==> config.mk <==
export PLATFORM = sky130hd
export DESIGN_NAME = bb3_window
export DESIGN_NICKNAME = d
export VERILOG_FILES = /design/src/rtl/core/bb3_pkg.sv /design/src/rtl/core/bb3_window.sv
export SDC_FILE = /design/constraint.sdc
export NUM_CORES = 1
export LEC_CHECK = 0
export ABC_AREA = 1
export BUFFER_PORTS_ARGS = -buffer_cell sky130_fd_sc_hd__buf_4
export CAP_MARGIN = 10
export CORE_ASPECT_RATIO = 1.75
export CORE_MARGIN = 5
export CORE_UTILIZATION = 63
export CTS_CLUSTER_SIZE = 8
export DETAILED_ROUTE_END_ITERATION = 16
export PLACE_DENSITY_LB_ADDON = 0.1
export SLEW_MARGIN = 20
export SYNTH_ARGS = -nofsm -noshare
export SYNTH_HDL_FRONTEND = slang
export SYNTH_SLANG_ARGS = --single-unit
export TNS_END_PERCENT = 50
==> constraint.sdc <==
create_clock -name clock -period 11.4 [get_ports clock]
set_clock_uncertainty 0.2 [all_clocks]
set_input_delay 1.71 -clock clock [delete_from_list [all_inputs] [get_ports clock]]
set_output_delay 1.71 -clock clock [all_outputs]
set_load 0.005 [all_outputs]
==> src/rtl/core/bb3_pkg.sv <==
`default_nettype none
// Shared constants, types and a helper function of the 3x3 box blur core.
package bb3_pkg;

   localparam int MaxWidth = 1024;
   localparam int MaxHeight = 4096;

   localparam int PixW = 8;
   localparam int ColW = $clog2(MaxWidth);
   localparam int RowW = $clog2(MaxHeight);
   localparam int WidthCfgW = ColW + 1;
   localparam int HeightCfgW = RowW + 1;
   localparam int CsrIndexW = 2;
   localparam int CsrDataW = HeightCfgW;

   localparam int WidthReset = 600;
   localparam int HeightReset = 400;

   localparam logic [CsrIndexW-1:0] CsrFrameWidth = 2'd0;
   localparam logic [CsrIndexW-1:0] CsrFrameHeight = 2'd1;

   localparam int WinDepth = 6;
   localparam int SumW = 12;
   localparam int BlurW = 16;
   localparam int NumRes = 4;
   localparam int ResIdxW = 2;

   // Results of one pixel, in delivery order.
   localparam int ResAboveLeft = 0;
   localparam int ResAboveEdge = 1;
   localparam int ResLastLeft = 2;
   localparam int ResLastEdge = 3;

   // floor(sum * 256 / 9) equals (sum * Recip9) >> RecipShift for every sum of nine pixels.
   localparam int RecipW = 21;
   localparam int RecipShift = 16;
   localparam logic [RecipW-1:0] Recip9 = 21'd1864136;

   typedef struct packed {
      logic [PixW-1:0] pixel;
      logic [ColW-1:0] col;
      logic [RowW-1:0] row;
      logic            last_col;
      logic            last_row;
   } item_type;

   typedef struct packed {
      logic [NumRes-1:0][SumW-1:0] sums;
      logic [NumRes-1:0]           mask;
      logic [ColW-1:0]             col;
      logic [RowW-1:0]             row;
   } run_type;

   function automatic logic [SumW-1:0] widen(input logic [PixW-1:0] value);
      return {{(SumW - PixW){1'b0}}, value};
   endfunction

endpackage
`default_nettype wire

==> src/rtl/core/bb3_window.sv <==
`default_nettype none
// Column stage: line memory read-back with forwarding, pixel window, column sums and write-back.
module bb3_window (
   input  wire                          clock,
   input  wire                          reset,
   input  wire                          restart,
   input  wire                          in_fire,
   input  wire bb3_pkg::item_type       in_item,
   input  wire [bb3_pkg::PixW-1:0]      older_rd_data,
   input  wire [bb3_pkg::PixW-1:0]      newer_rd_data,
   input  wire                          run_free,
   output logic                         in_stall,
   output logic                         wr_en,
   output logic [bb3_pkg::ColW-1:0]     wr_addr,
   output logic [bb3_pkg::PixW-1:0]     older_wr_data,
   output logic [bb3_pkg::PixW-1:0]     newer_wr_data,
   output logic                         run_valid,
   output bb3_pkg::run_type             run
);

   import bb3_pkg::*;

   logic                             s1_valid_ff, s1_valid_in;
   item_type                         s1_item_ff, s1_item_in;
   logic                             s1_fwd_ff, s1_fwd_in;
   logic [PixW-1:0]                  fwd_older_ff, fwd_older_in;
   logic [PixW-1:0]                  fwd_newer_ff, fwd_newer_in;
   logic [WinDepth-1:0][PixW-1:0]    win_ff, win_in;
   logic [WinDepth-1:0][PixW-1:0]    win_eff;
   logic [PixW-1:0]                  top_px, mid_px, bot_px;
   logic [SumW-1:0]                  a0, a1, a2, b0, b1, b2;
   logic                             s1_fire;

   always_comb begin
      bot_px = s1_item_ff.pixel;
      if (s1_item_ff.row == '0) begin
         top_px = s1_item_ff.pixel;
         mid_px = s1_item_ff.pixel;
      end else if (s1_fwd_ff) begin
         top_px = fwd_older_ff;
         mid_px = fwd_newer_ff;
      end else begin
         top_px = older_rd_data;
         mid_px = newer_rd_data;
      end
      if (s1_item_ff.col == '0) begin
         win_eff = {bot_px, mid_px, top_px, bot_px, mid_px, top_px};
      end else begin
         win_eff = win_ff;
      end
   end

   always_comb begin
      a0 = widen(top_px) + widen(mid_px) + widen(bot_px);
      a1 = widen(win_eff[0]) + widen(win_eff[1]) + widen(win_eff[2]);
      a2 = widen(win_eff[3]) + widen(win_eff[4]) + widen(win_eff[5]);
      b0 = widen(mid_px) + (widen(bot_px) << 1);
      b1 = widen(win_eff[1]) + (widen(win_eff[2]) << 1);
      b2 = widen(win_eff[4]) + (widen(win_eff[5]) << 1);

      run.sums[ResAboveLeft] = a2 + a1 + a0;
      run.sums[ResAboveEdge] = a1 + (a0 << 1);
      run.sums[ResLastLeft]  = b2 + b1 + b0;
      run.sums[ResLastEdge]  = b1 + (b0 << 1);

      run.mask[ResAboveLeft] = (s1_item_ff.row != '0) && (s1_item_ff.col != '0);
      run.mask[ResAboveEdge] = (s1_item_ff.row != '0) && s1_item_ff.last_col;
      run.mask[ResLastLeft]  = s1_item_ff.last_row && (s1_item_ff.col != '0);
      run.mask[ResLastEdge]  = s1_item_ff.last_row && s1_item_ff.last_col;

      run.col = s1_item_ff.col;
      run.row = s1_item_ff.row;
   end

   assign s1_fire = s1_valid_ff && ((run.mask == '0) || run_free);
   assign in_stall = s1_valid_ff && !s1_fire;
   assign run_valid = s1_fire && (run.mask != '0);

   assign wr_en = s1_fire;
   assign wr_addr = s1_item_ff.col;
   assign older_wr_data = mid_px;
   assign newer_wr_data = s1_item_ff.pixel;

   always_comb begin
      s1_valid_in = in_fire || (s1_valid_ff && !s1_fire);
      s1_item_in = s1_item_ff;
      s1_fwd_in = s1_fwd_ff;
      fwd_older_in = fwd_older_ff;
      fwd_newer_in = fwd_newer_ff;
      if (in_fire) begin
         // The read issued now misses a write to the same entry at this same edge.
         s1_item_in = in_item;
         s1_fwd_in = s1_fire && (in_item.col == s1_item_ff.col);
         fwd_older_in = mid_px;
         fwd_newer_in = s1_item_ff.pixel;
      end
      win_in = win_ff;
      if (restart) begin
         win_in = '0;
      end else if (s1_fire) begin
         win_in = {win_eff[2], win_eff[1], win_eff[0], bot_px, mid_px, top_px};
      end
   end

   always_ff @(posedge clock) begin
      if (reset) begin
         s1_valid_ff <= 1'b0;
         s1_fwd_ff <= 1'b0;
         win_ff <= '0;
      end else begin
         s1_valid_ff <= s1_valid_in;
         s1_fwd_ff <= s1_fwd_in;
         win_ff <= win_in;
      end
      s1_item_ff <= s1_item_in;
      fwd_older_ff <= fwd_older_in;
      fwd_newer_ff <= fwd_newer_in;
   end

   a_take_only_when_free: assert property (@(posedge clock) disable iff (reset)
      in_fire |-> (!s1_valid_ff || s1_fire))
      else $error("Pixel taken while the column stage was held.");

   a_forward_on_same_entry: assert property (@(posedge clock) disable iff (reset)
      (in_fire && s1_fire && (in_item.col == s1_item_ff.col)) |=> s1_fwd_ff)
      else $error("Same-entry write was not forwarded to the following read.");

endmodule
`default_nettype wire

Word-level counts from Yosys, hierarchy flattened
Index checks and enable logic that the tools add are counted.
{ "classes": {"add_sub_neg": 15, "eq_ne": 1, "muxes": 5, "reduce_logical": 18} }
{ "ops": {"columns": ["op", "n"], "rows": [
  ["$mux W48", 1],
  ["$mux W8", 4],
  ["$add A8 B9 Y10", 3],
  ["$add A9 B8 Y10", 3],
  ["$add A8 B8 Y9", 3],
  ["$add A10 B11 Y12", 2],
  ["$add A11 B10 Y12", 2],
  ["$add A10 B10 Y11", 2],
  ["$logic_not A12 Y1", 1],
  ["$reduce_bool A12 Y1", 1],
  ["$eq A10 B10 Y1", 1],
  ["$logic_not A10 Y1", 1],
  ["$reduce_bool A10 Y1", 1],
  ["$logic_and A1 B1 Y1", 8],
  ["$logic_not A4 Y1", 1],
  ["$reduce_bool A4 Y1", 1],
  ["$logic_or A1 B1 Y1", 2],
  ["$reduce_or A2 Y1", 1],
  ["$logic_not A1 Y1", 1]
]} }
{ "word_totals": {"register_bits": 98, "in_bits": 53, "out_inout_bits": 103, "wordCells": 54} }

Logic depth before layout (Yosys ltp)
{ "depth": {"depth_word": 8, "depth_mapped": 29, "mapped_depth_nobuf": 28} }

Worst setup path after synthesis
No wires, ideal clock.
{ "synth_path": {"path_type": "input to output", "startpoint": "input port newer_rd_data[1] (netlist name)", "endpoint": "output port run[35] (netlist name)", "t_arrival_ns": 5.590, "required_time_ns": 9.490, "path_slack_ns": 3.900, "path_stages": 21, "n_path_buf": 0, "path_cell_list": "mux2i_1 -> nand2_1 -> and2_1 -> fa_1 -> ha_1 -> inv_1 -> fa_1 -> nand3b_1 -> nand2_1 -> xor2_1 -> inv_1 -> fa_1 -> inv_1 -> fa_1 -> ha_1 -> nand2_1 -> o21bai_1 -> nor2_1 -> nor2_1 -> nor2_1 -> xnor2_1"} }
{ "synth_lines": {"columns": ["element", "line_no", "source"], "rows": [
  ["from (decl)", "bb3_window.sv:10", "input wire [bb3_pkg::PixW-1:0] newer_rd_data,"],
  ["to (decl)", "bb3_window.sv:18", "output bb3_pkg::run_type run"]
]} }

==> reports/results.txt <==
Mean Syn Cell Area: 7.571 um2
RD Place Congestion: 0.8980
GRT Residual Overflow: 0
Die Span Y: 171.2 um
CP max FO: 17
Hold-fix buffer count after cts: 0
Critical path startpoint category: flop
Worst Path Required: 9.49 ns
Vias per cell: 5.280
FF/Latch Area: 2442 um2
Clock network fraction of total power: 0.213
CTS buffer count: 9
Cell variety after synth: 37
TritonCTS clock tree: done
Total net switching power: 0.5472 mW
Iter 0 DRT Violations: 383
Sw Share: 0.3854
Worst Path Arrival: 6.31 ns
DR DRC count: 0
Ys Warns: 0
Internal power: 0.8728 mW
Final setup TNS: 0 ns
Final hold vios: 0
Total Die Area: 17490 um2
Fmax: 0.1217 GHz
Layout cell share with drive strength beyond 1: 0.1452
Final hold slack: 0.2838 ns
First-pass GRT wire length: 38.67 mm
Largest cells by area after synthesis: edfxtp_1 (15%), fa_1 (14%), dfxtp_1 (11%)
Synth top area share: 0.1540
Final net count: 1532
CTS Sinks: 98
Post-Syn Instances: 1236
Final WL: 24.12 mm
Initial DRT Pass Iterations: 5
Vias in the first global route: 8118
Worst-skew pair later-pin latency: 0.35 ns
Setup Buffers After CTS: 0
# rows: 59
Post-synthesis sequential area ratio: 0.2610
WL/cell: 15.81 um
Placed Cells: 1510
CORE AREA: 14760 um2
Fin crit share: 0.7210
Synthesized cell area: 9358 um2
Total Routing Usage GR: 0.2829
Largest net degree at the start of global routing: 62
Post-CTS sizing: 0
Non-filler instance count after layout: 1526
Vias after detailed routing: 8057
Core Util, Final: 0.7195
Comb pwr share: 0.504
Starting Density: 0.6338
Flop pwr share: 0.283
Syn_nets: 1430
I/O pin count: 156
Clock buffer depth: 2
Worst hold path type: flop to flop
Worst slew pin tran: 0.7739 ns
PwrDens: 133.7 nW/um2
Power Total: 1.420 mW
RSZ-0062 raised after global routing: false
Synth area leader: edfxtp_1
H-tree depth: 3
Setup slack, reg-to-reg: 8.40 ns
Die X-Extent: 102.1 um
Slew Limit Fails: 0
Final HPWL DP: 19.77 mm
Crit Path Class: flop to primary output
Reg clk slew, reported paths: 0.08 ns
Status: completed
Multi-input combinational cell area: 5557 um2
I/O Buffers: 155
CP endpoint kind: primary output
Post-DRT Antenna Nets: 0
Peak VDD IR: 0.1138 mV
Seq cells post-synth: 98
Min cycle time layout: 8.220 ns
Initial antenna violation count: 0
Clk root buf: clkbuf_16
Max-cap violation count: 0
Lkg Pwr: 5.652 nW
Setup violators final: 0
Area Growth Syn to Fin: 13.52%
Slew Limit Headroom: 0.4833
Fillcell total: 1261
Antenna cell count: 0
## critical path, cell delays in order, from the launching register on
cell and delay [ns]:
edfxtp_1 0.38, nor2_1 0.12, and2_1 0.58, nand2_2 0.39
nand2_1 0.18, nand3_1 0.09, o21ai_0 0.29, inv_1 0.14
fa_1 0.55, inv_1 0.07, fa_1 0.46, nand3_1 0.10
nand2_1 0.08, nand2_1 0.08, nand2_1 0.05, a21oi_1 0.16
nor2_1 0.10, o21ai_0 0.27, fa_1 0.46, inv_1 0.06
ha_1 0.23, ha_1 0.39, nand2_1 0.09, nor2_1 0.15
nand3_1 0.09, nand3_1 0.10, xor2_1 0.15, buf_4 0.13
## cell usage in the layout, fill, tap and decap left out, types with 2 or more instances in the layout
master     instances
clkbuf_16          9
and2_1             3
edfxtp_1          48
buf_4            160
inv_2              3
nand2_1          232
o21bai_1           3
nor2_2             4
a31oi_1            3
clkinv_4           2
nor2_1           158
o21ai_1            2
o21ai_0           62
nand3_2            2
a21oi_1           66
nand4_1            7
nand3b_1           3
xnor2_1           27
a21o_1             4
xor2_1            29
nand2_2            2
fa_1              64
o221ai_1           2
ha_1              77
or2_2              6
inv_1            235
clkinv_8           2
dfxtp_1           50
mux2i_1            9
nand3_1           60
## metrics by stage
| step | instance area (um2) | setup slack (ns) |
|---|---|---|
| floorplan | 9358 | 3.900 |
| global route | 10620 | 2.717 |
| global placement | 10320 | 3.325 |
| finish | 10620 | 3.180 |
| CTS | 10620 | 3.153 |
| detailed placement | 10320 | 3.244 |
## cells in the mapped netlist
cell type	n
a21o_1	4
o211ai_1	1
nand2_2	2
o21a_1	1
o21bai_1	3
a21oi_2	1
o21ai_1	2
a211oi_1	1
mux2i_1	9
xor2_1	29
nand3_1	60
clkbuf_1	6
nand3_2	2
nand3b_1	3
nand4_1	7
buf_6	3
ha_1	77
inv_2	3
a31oi_1	3
or2_2	6
dfxtp_1	50
nor3_1	1
nor2_1	159
and2_1	3
o21ai_0	62
buf_1	1
buf_2	14
nor2_2	3
nor2_4	1
a21oi_1	66
buf_4	45
nand2_1	232
o221ai_1	2
edfxtp_1	48
inv_1	235
fa_1	64
xnor2_1	27
## cell type report
| cell class | instances | share of cell area |
|---|---|---|
| clock buffers | 9 | 0.02120 |
| multi-input cells | 831 | 0.5231 |
| inverters | 238 | 0.08410 |
| well taps | 183 | 0.02155 |
| flip-flops and latches | 98 | 0.2299 |
| clock inverters | 7 | 0.007067 |
| repair buffers | 160 | 0.1131 |
## sequential cells by signal, summed over array words and instances (netlist names)
register       flops
s1_item_ff         2
s1_fwd_ff          1
fwd_newer_ff       8
fwd_older_ff       8
s1_valid_ff        1
wr_addr           10
newer_wr_data      8
run               12
win_ff            48
## path summary, 6_finish.rpt
check              from         end  cells past startpoint
max              run[9]     run[36]                     27
min          win_ff[24]  win_ff[24]                      2
min reg2reg  win_ff[24]  win_ff[24]                      2
max reg2reg      run[9]  win_ff[45]                     10
## metal layers
layer,vias up,share of wire,GRT usage
li1,3997,-,-
met1,3754,0.37,0.3113
met2,255,0.54,0.5353
met3,51,0.055,0.03937
met4,0,0.036,0.1097
met5,-,0,0
## power groups by stage
| stage | combinational, mW | clock (mW) | sequential [mW] |
|---|---|---|---|
| floorplan | 0.445 | 0 | 0.405 |
| global placement | 0.709 | 0 | 0.409 |
| detailed placement | 0.718 | 0 | 0.410 |
| CTS | 0.721 | 0.308 | 0.402 |
| global route | 0.800 | 0.321 | 0.404 |
| finish | 0.715 | 0.303 | 0.402 |
## cells by family after synthesis
logic type / share of synthesized area
flip-flops: 0.2610
AND/OR/NAND/NOR: 0.2093
multiplexers: 0.009627
AO/OA/AOI/OAI: 0.08237
XOR/XNOR: 0.05241
adder cells (fa/ha/maj): 0.2399
buffers and inverters: 0.1455
Power figures use the tool's default switching activity.
