`src/rtl/core/bb3_pkg.sv`:
```
`default_nettype none
// Shared constants, types and a helper function of the 3x3 box blur core.
package bb3_pkg;

   localparam int MaxWidth = 1024;
   localparam int MaxHeight = 4096;

   localparam int PixW = 8;
   localparam int ColW = $clog2(MaxWidth);
   localparam int RowW = $clog2(MaxHeight);
   localparam int WidthCfgW = ColW + 1;
   localparam int HeightCfgW = RowW + 1;
   localparam int CsrIndexW = 2;
   localparam int CsrDataW = HeightCfgW;

   localparam int WidthReset = 600;
   localparam int HeightReset = 400;

   localparam logic [CsrIndexW-1:0] CsrFrameWidth = 2'd0;
   localparam logic [CsrIndexW-1:0] CsrFrameHeight = 2'd1;

   localparam int WinDepth = 6;
   localparam int SumW = 12;
   localparam int BlurW = 16;
   localparam int NumRes = 4;
   localparam int ResIdxW = 2;

   // Results of one pixel, in delivery order.
   localparam int ResAboveLeft = 0;
   localparam int ResAboveEdge = 1;
   localparam int ResLastLeft = 2;
   localparam int ResLastEdge = 3;

   // floor(sum * 256 / 9) equals (sum * Recip9) >> RecipShift for every sum of nine pixels.
   localparam int RecipW = 21;
   localparam int RecipShift = 16;
   localparam logic [RecipW-1:0] Recip9 = 21'd1864136;

   typedef struct packed {
      logic [PixW-1:0] pixel;
      logic [ColW-1:0] col;
      logic [RowW-1:0] row;
      logic            last_col;
      logic            last_row;
   } item_type;

   typedef struct packed {
      logic [NumRes-1:0][SumW-1:0] sums;
      logic [NumRes-1:0]           mask;
      logic [ColW-1:0]             col;
      logic [RowW-1:0]             row;
   } run_type;

   function automatic logic [SumW-1:0] widen(input logic [PixW-1:0] value);
      return {{(SumW - PixW){1'b0}}, value};
   endfunction

endpackage
`default_nettype wire

```
`src/rtl/core/bb3_emit.sv`:
```
`default_nettype none
// Result stage: holds the results of one pixel, scales each sum by 256/9 and drives the output register.
module bb3_emit (
   input  wire                          clock,
   input  wire                          reset,
   input  wire                          run_valid,
   input  wire bb3_pkg::run_type        run,
   output logic                         run_free,
   output logic                         rsp_valid,
   input  wire                          rsp_stall,
   output logic [bb3_pkg::BlurW-1:0]    rsp_blurred,
   output logic [bb3_pkg::ColW-1:0]     rsp_out_col,
   output logic [bb3_pkg::RowW-1:0]     rsp_out_row,
   output logic                         rsp_last_of_run,
   output logic                         rsp_end_of_frame
);

   import bb3_pkg::*;

   logic                     buf_valid_ff, buf_valid_in;
   run_type                  buf_ff, buf_in;
   logic [NumRes-1:0]        buf_mask_ff, buf_mask_in;
   logic                     out_valid_ff, out_valid_in;
   logic [BlurW-1:0]         out_blurred_ff, out_blurred_in;
   logic [ColW-1:0]          out_col_ff, out_col_in;
   logic [RowW-1:0]          out_row_ff, out_row_in;
   logic                     out_last_ff, out_last_in;
   logic                     out_eof_ff, out_eof_in;

   logic [ResIdxW-1:0]       cur_idx;
   logic [NumRes-1:0]        remaining;
   logic                     is_last;
   logic                     out_free;
   logic                     move;
   logic [SumW+RecipW-1:0]   product;

   always_comb begin
      priority if (buf_mask_ff[ResAboveLeft]) begin
         cur_idx = ResIdxW'(ResAboveLeft);
      end else if (buf_mask_ff[ResAboveEdge]) begin
         cur_idx = ResIdxW'(ResAboveEdge);
      end else if (buf_mask_ff[ResLastLeft]) begin
         cur_idx = ResIdxW'(ResLastLeft);
      end else begin
         cur_idx = ResIdxW'(ResLastEdge);
      end
   end

   assign remaining = buf_mask_ff & ~(NumRes'(1) << cur_idx);
   assign is_last = (remaining == '0);
   assign out_free = !out_valid_ff || !rsp_stall;
   assign move = buf_valid_ff && out_free;
   assign run_free = !buf_valid_ff || (move && is_last);

   assign product = {{RecipW{1'b0}}, buf_ff.sums[cur_idx]} * {{SumW{1'b0}}, Recip9};

   always_comb begin
      buf_valid_in = buf_valid_ff;
      buf_in = buf_ff;
      buf_mask_in = buf_mask_ff;
      if (run_valid) begin
         buf_valid_in = 1'b1;
         buf_in = run;
         buf_mask_in = run.mask;
      end else if (move) begin
         buf_valid_in = !is_last;
         buf_mask_in = remaining;
      end

      out_valid_in = out_valid_ff;
      out_blurred_in = out_blurred_ff;
      out_col_in = out_col_ff;
      out_row_in = out_row_ff;
      out_last_in = out_last_ff;
      out_eof_in = out_eof_ff;
      if (move) begin
         out_valid_in = 1'b1;
         out_blurred_in = product[RecipShift +: BlurW];
         // Edge results sit on the current column, the others one column to the left.
         out_col_in = cur_idx[0] ? buf_ff.col : buf_ff.col - ColW'(1);
         out_row_in = cur_idx[1] ? buf_ff.row : buf_ff.row - RowW'(1);
         out_last_in = is_last;
         out_eof_in = (cur_idx == ResIdxW'(ResLastEdge));
      end else if (out_free) begin
         out_valid_in = 1'b0;
      end
   end

   always_ff @(posedge clock) begin
      if (reset) begin
         buf_valid_ff <= 1'b0;
         out_valid_ff <= 1'b0;
      end else begin
         buf_valid_ff <= buf_valid_in;
         out_valid_ff <= out_valid_in;
      end
      buf_ff <= buf_in;
      buf_mask_ff <= buf_mask_in;
      out_blurred_ff <= out_blurred_in;
      out_col_ff <= out_col_in;
      out_row_ff <= out_row_in;
      out_last_ff <= out_last_in;
      out_eof_ff <= out_eof_in;
   end

   assign rsp_valid = out_valid_ff;
   assign rsp_blurred = out_blurred_ff;
   assign rsp_out_col = out_col_ff;
   assign rsp_out_row = out_row_ff;
   assign rsp_last_of_run = out_last_ff;
   assign rsp_end_of_frame = out_eof_ff;

   a_load_only_when_free: assert property (@(posedge clock) disable iff (reset)
      run_valid |-> run_free)
      else $error("New results arrived while the result buffer was still busy.");

   a_buffer_not_empty: assert property (@(posedge clock) disable iff (reset)
      buf_valid_ff |-> (buf_mask_ff != '0))
      else $error("Result buffer marked valid with no result left.");

   a_frame_end_closes_run: assert property (@(posedge clock) disable iff (reset)
      (rsp_valid && rsp_end_of_frame) |-> rsp_last_of_run)
      else $error("Final pixel of the frame is not the last result of its pixel.");

endmodule
`default_nettype wire

```
`config.mk`:
```
export PLATFORM = sky130hd
export DESIGN_NAME = bb3_emit
export DESIGN_NICKNAME = d
export VERILOG_FILES = /design/src/rtl/core/bb3_pkg.sv /design/src/rtl/core/bb3_emit.sv
export SDC_FILE = /design/constraint.sdc
export NUM_CORES = 1
export LEC_CHECK = 0
export ABC_AREA = 1
export BUFFER_PORTS_ARGS = -buffer_cell sky130_fd_sc_hd__buf_2
export CORE_MARGIN = 1.5
export CORE_UTILIZATION = 45
export CTS_BUF_LIST = sky130_fd_sc_hd__clkbuf_16
export CTS_CLUSTER_SIZE = 10
export DETAILED_ROUTE_END_ITERATION = 8
export MAX_ROUTING_LAYER = met4
export PLACE_DENSITY = 0.66
export SYNTH_ARGS = -nofsm -noshare
export SYNTH_HDL_FRONTEND = slang
export SYNTH_SLANG_ARGS = --single-unit
```
`constraint.sdc`:
```
create_clock -name clock -period 7.3 [get_ports clock]
set_input_delay 1.095 -clock clock [delete_from_list [all_inputs] [get_ports clock]]
set_output_delay 1.095 -clock clock [all_outputs]
set_load 0.05 [all_outputs]
```
# Word level (Yosys, flattened, before mapping)
# Index checks and enable logic that the tools add are counted.
# Widths: inputs -> output; s select.
dict set report word_totals {
  regBits 116
  in_bits 78
  out_inout_bits 42
  elab_cells 46
}
dict set report op_classes {
  n_addsub 2
  n_mul 1
  order_cmp 1
  eq_ne 1
  shifts 1
  mux 13
  bitwise 2
  n_reduce_logical 11
}
# cell n
set ops {}
lappend ops {{$mul 12x18->29 const B} 1}
lappend ops {{$bmux 12 s2} 1}
lappend ops {{$mux 12} 2}
lappend ops {{$sub 12x1->12 const B} 1}
lappend ops {{$mux 10} 1}
lappend ops {{$sub 10x1->10 const B} 1}
lappend ops {{$mux 4} 2}
lappend ops {{$mux 1} 5}
lappend ops {{$and 4x4->4} 1}
lappend ops {{$logic_not 1->1} 4}
lappend ops {{$logic_not 4->1} 1}
lappend ops {{$mux 2} 2}
lappend ops {{$not 4->4} 1}
lappend ops {{$reduce_bool 2->1} 2}
lappend ops {{$shl 1x2->4 const A} 1}
lappend ops {{$lt 2x3->1 const B} 1}
lappend ops {{$eq 2x2->1 const B} 1}
lappend ops {{$logic_and 1x1->1} 2}
lappend ops {{$logic_or 1x1->1} 2}

# Logic depth before layout (Yosys ltp)
dict set report depth {
  depth_word 10
  ltp_mapped 27
  mapped_depth_nobuf 26
}

# Least setup slack after synthesis
# Ideal clock, no wire load.
dict set report synth_timing {
  kind {register to register}
  start {register buf_mask_ff[1]}
  end {register out_blurred_ff[13] (netlist: rsp_blurred[13]) (data pin)}
  setup_time_ns 0.252
  t_arrival_ns 5.388
  t_required_ns 7.048
  setup_slack_ns 1.660
  path_stages_with_launch 25
  n_path_buf 2
  synth_period_minus_slack_ns 5.640
  cell_sequence {edfxtp_1 -> nor2_2 -> buf_6 -> inv_2 -> clkbuf_1 -> o21a_1 -> a221oi_1 -> inv_1 -> fa_1 -> inv_1 -> fa_1 -> fa_1 -> inv_1 -> fa_1 -> inv_1 -> fa_1 -> ha_1 -> nand2_1 -> nor2_1 -> inv_1 -> nor2_1 -> inv_1 -> or3_1 -> nand3_1 -> nand2_1}
}
dict set report synth_via {
  elab_chain_cells 5
}
# element line_no
set synth_lines {}
lappend synth_lines {{from (decl)} bb3_emit.sv:22} ;# logic [NumRes-1:0] buf_mask_ff, buf_mask_in;
lappend synth_lines {{from (signal assigned)} bb3_emit.sv:98} ;# buf_mask_ff <= buf_mask_in;
lappend synth_lines {{$mux 2} bb3_emit.sv:40} ;# end else if (buf_mask_ff[ResAboveEdge]) begin
lappend synth_lines {{$mux 2} bb3_emit.sv:38} ;# priority if (buf_mask_ff[ResAboveLeft]) begin
lappend synth_lines {{$bmux 12 s2} bb3_emit.sv:55} ;# assign product = {{RecipW{1'b0}}, buf_ff.sums[cur_idx]} * {{SumW{1'b0}}, Recip9};
lappend synth_lines {{$mux 12 (not written as such)} bb3_emit.sv:55}
lappend synth_lines {{$mul 12x18->29} bb3_emit.sv:55}
lappend synth_lines {{net product[29]} bb3_emit.sv:35} ;# logic [SumW+RecipW-1:0] product;
lappend synth_lines {{to (signal assigned)} bb3_emit.sv:99} ;# out_blurred_ff <= out_blurred_in;
lappend synth_lines {{to (decl)} bb3_emit.sv:24} ;# logic [BlurW-1:0] out_blurred_ff, out_blurred_in;
# The timed path passes the listed nets, and every way through them passes these cells. The select of a mux whose other input is x is not followed.
# A chain may end at the register's enable or synchronous reset.

# Final worst setup path
dict set report layout_timing {
  start {register buf_mask_ff[0]}
  end {register out_blurred_ff[10] (netlist: rsp_blurred[10]) (data pin)}
}
dict set report layout_via {
  elab_chain_cells 4
}
# element line_no
set layout_lines {}
lappend layout_lines {{$mux 2} bb3_emit.sv:38}
lappend layout_lines {{$bmux 12 s2} bb3_emit.sv:55}
lappend layout_lines {{$mux 12 (not written as such)} bb3_emit.sv:55}
lappend layout_lines {{$mul 12x18->29} bb3_emit.sv:55}
lappend layout_lines {{net product[26]} bb3_emit.sv:35}
# The timed path passes the listed nets, and every way through them passes these cells. The select of a mux whose other input is x is not followed.

==> impl_metrics.csv <==
group,metric,value,unit
timing,drv_slew,0,
critical_path,worstPathCellList,"buf_4 -> nor2_2 -> inv_2 -> o21a_1 -> a221oi_1 -> inv_1 -> fa_1 -> inv_1 -> ha_1 -> fa_1 -> fa_1 -> fa_1 -> ha_1 -> a21oi_1 -> o21ai_0 -> o21bai_1 -> a21oi_1 -> o21ai_1 -> xor2_1",
run,max_cap_violations,0,
critical_path,cp_top_family,"adder cells",
detailed_routing,num_vias,5124,
floorplanning,pin_count,120,
clock_tree,root_buffer,"clkbuf_16",
synthesis,ys.flop_type,"edfxtp_1",
global_routing,grt_pass1_vias,5387,
critical_path,crit_buf_inv,4,
place,dp_slack,0.884,ns
critical_path,reg2reg_to,"rsp_blurred[10]$_DFFE_PP_",
layout,n_fill_cell,1467,
worst_hold_path,min_path_type,"reg -> reg",
synthesis,ys_seq_area_frac,0.451,
synthesis,synth_cells,703,
worst_hold_path,hold_start,"rsp_valid$_SDFFE_PP0P_",
worst_hold_path,hold_path_end,"rsp_valid$_SDFFE_PP0P_",
timing,period_needed,6.38,ns
detailed_routing,detail_route.wl_per_cell,14.6,µm
timing,setup_ws,0.918,ns
timing,fin_crit_sh,0.874,
floorplanning,core_area,16600,µm²
synthesis,ys_types,43,
critical_path,worstPathArrival,6.55,ns
place,dp_hpwl,12500,µm
clock_tree,clock_sinks,116,
clock_tree,cts_buffer_depth,2,
synthesis,synth-edff-count,114,
timing,clock_skew,0.00960,ns
clock_tree,worst_skew_pair.late_latency,0.42,ns
detailed_routing,via_per_inst,4.76,
critical_path,crit_fanout,13,
layout,syn2layout_area_growth,19.7,%
critical_path,cpPeakStageDelay,0.56,ns
timing,finalSetupViolations,0,
clock_tree,ctsHtreeMaxLevel,4,
timing,grt_setup_unrepaired,"no",
clock_tree,cts_hold_buf,0,
floorplanning,die_height,134,µm
critical_path,r2r_cells,19,
floorplanning,fp.dieArea,17800,µm²
layout,postLayoutCoreUtil,0.552,
status,status,"complete, no violations",
synthesis,synth_fp_nets,906,
timing,tns,0,ns
timing,worst_pin_slew,0.912,ns
synthesis,synth_area_leaders,"edfxtp_1, ha_1, fa_1, inv_1, nand2_1",
critical_path,worst_path_max_delay_cell,"fa_1",
floorplanning,start_util,0.461,
clock_tree,cts.clk_slew.worst_paths,0.06,ns
synthesis,yosysMostFrequentCell,"inv_1",
clock_tree,cts_setup_buffers,0,
synthesis,synth.avg_cell_area,10.9,µm²
detailed_routing,drtPass1Iterations,5,
critical_path,worstSetupEndpointType,"flop",
place,portBuffers,119,
layout,antenna_cells,0,
synthesis,synthesis.area,7670,µm²
critical_path,cp.required,7.47,ns
critical_path,start_kind,"flop",
synthesis,synth_top_cell_by_area,"edfxtp_1",
clock_tree,cts_resized,0,
layout,drive_gt1_frac,0.210,
global_routing,grt_usage,0.199,
global_routing,grt_pass1_wl,26000,µm
layout,final_nets,1046,
synthesis,ys_ff_latch,116,
critical_path,reg2reg_slack,0.92,ns
critical_path,crit_top_cell,"fa_1",
worst_hold_path,min_path_cells,2,
timing,hold_slack,0.481,ns
critical_path,r2r_start,"buf_mask_ff[0]$_DFFE_PP_",
global_routing,grt_max_degree,79,
critical_path,critPathKind,"reg -> reg",
clock_tree,cts_tree,"yes",
synthesis,yosys.area.top_type_share,0.446,
clock_tree,cts_buffers,17,
detailed_routing,wirelength,15700,µm
synthesis,async_reset_ff_frac,0,
synthesis,netlist_top_cells_count,"inv_1, edfxtp_1, ha_1",
detailed_routing,drc,0,
detailed_routing,ant_nets,0,
timing,hold_viol_final,0,
global_routing,antenna_found_initial,0,
place,place_congestion,0.949,
detailed_routing,drtIter0Drc,329,
floorplanning,num_rows,47,
floorplanning,die_x,134,µm
synthesis,yosysWarnings,0,
global_routing,overflow,0,
timing,clock.fmax,157,MHz
timing,slew_headroom,0.392,
cells in the final DEF, fill, tap and decap left out, types with 17 or more instances in the layout:
| master | n |
|---|---|
| clkbuf_16 | 17 |
| edfxtp_1 | 114 |
| fa_1 | 47 |
| ha_1 | 78 |
| nand3_1 | 23 |
| o21ai_0 | 21 |
| buf_2 | 119 |
| inv_1 | 156 |
| a21oi_1 | 35 |
| xor2_1 | 22 |
| nor2_1 | 34 |
| nand2_1 | 73 |
flip-flops by register name, indices dropped and copies added, names as in the netlist:
register / cells
buf_ff: 70
buf_mask_ff: 4
buf_valid_ff: 1
rsp_blurred: 16
rsp_end_of_frame: 1
rsp_last_of_run: 1
rsp_out_col: 10
rsp_out_row: 12
rsp_valid: 1
worst min-delay path: stages (launching register included):
cell and delay [ns]:
dfxtp_1 0.31, nand2_1 0.07, a21oi_1 0.06
metrics by stage:
step,area [µm²],std cells
after floorplan,7670,703
after global placement,8570,1044
after detailed placement,8570,1044
after CTS,9190,1076
after global routing,9190,1076
final,9190,1076
worst max-delay path by stage:
| stage | start | to | slack [ns] | cells after the start |
|---|---|---|---|---|
| after floorplan | buf_mask_ff[1]$_DFFE_PP_ | rsp_blurred[13]$_DFFE_PP_ | 1.66 | 24 |
| after global placement | buf_mask_ff[0]$_DFFE_PP_ | rsp_blurred[13]$_DFFE_PP_ | 0.96 | 19 |
| after detailed placement | buf_mask_ff[0]$_DFFE_PP_ | rsp_blurred[10]$_DFFE_PP_ | 0.88 | 19 |
| after CTS | buf_mask_ff[0]$_DFFE_PP_ | rsp_blurred[10]$_DFFE_PP_ | 0.87 | 19 |
| after global routing | buf_mask_ff[0]$_DFFE_PP_ | rsp_blurred[10]$_DFFE_PP_ | 0.43 | 19 |
| final | buf_mask_ff[0]$_DFFE_PP_ | rsp_blurred[10]$_DFFE_PP_ | 0.92 | 19 |
routing by layer:
layer,up-vias,global-route usage,part of all wire
met3,22,0.0537,0.054
met4,0,0.0713,0.021
met1,2321,0.241,0.45
li1,2612,-,-
met5,-,-,0
met2,169,0.321,0.47
layout make-up:
cell class | count | area [µm²] | area share
repair buffers | 124 | 633 | 0.0689
clock inverters | 15 | 193 | 0.0210
flip-flops and latches | 116 | 3460 | 0.377
well taps | 220 | 275 | 0.0300
clock buffers | 17 | 425 | 0.0463
inverters | 160 | 603 | 0.0656
multi-input cells | 424 | 3600 | 0.391
kinds of logic (layout without fill, tap and decap cells):
| kind of cell | after synthesis | count (layout) | synth area share |
|---|---|---|---|
| multiplexers | 3 | 3 | 0.00391 |
| AO/OA/AOI/OAI | 89 | 89 | 0.0685 |
| flip-flops | 116 | 116 | 0.451 |
| XOR/XNOR | 35 | 35 | 0.0399 |
| adder cells (fa/ha/maj) | 125 | 125 | 0.250 |
| buffers and inverters | 163 | 316 | 0.0810 |
| AND/OR/NAND/NOR | 172 | 172 | 0.105 |
Power is left out: the tool's default activity adds up to more than one toggle a clock period on the data nets, which glitch-free logic cannot reach.
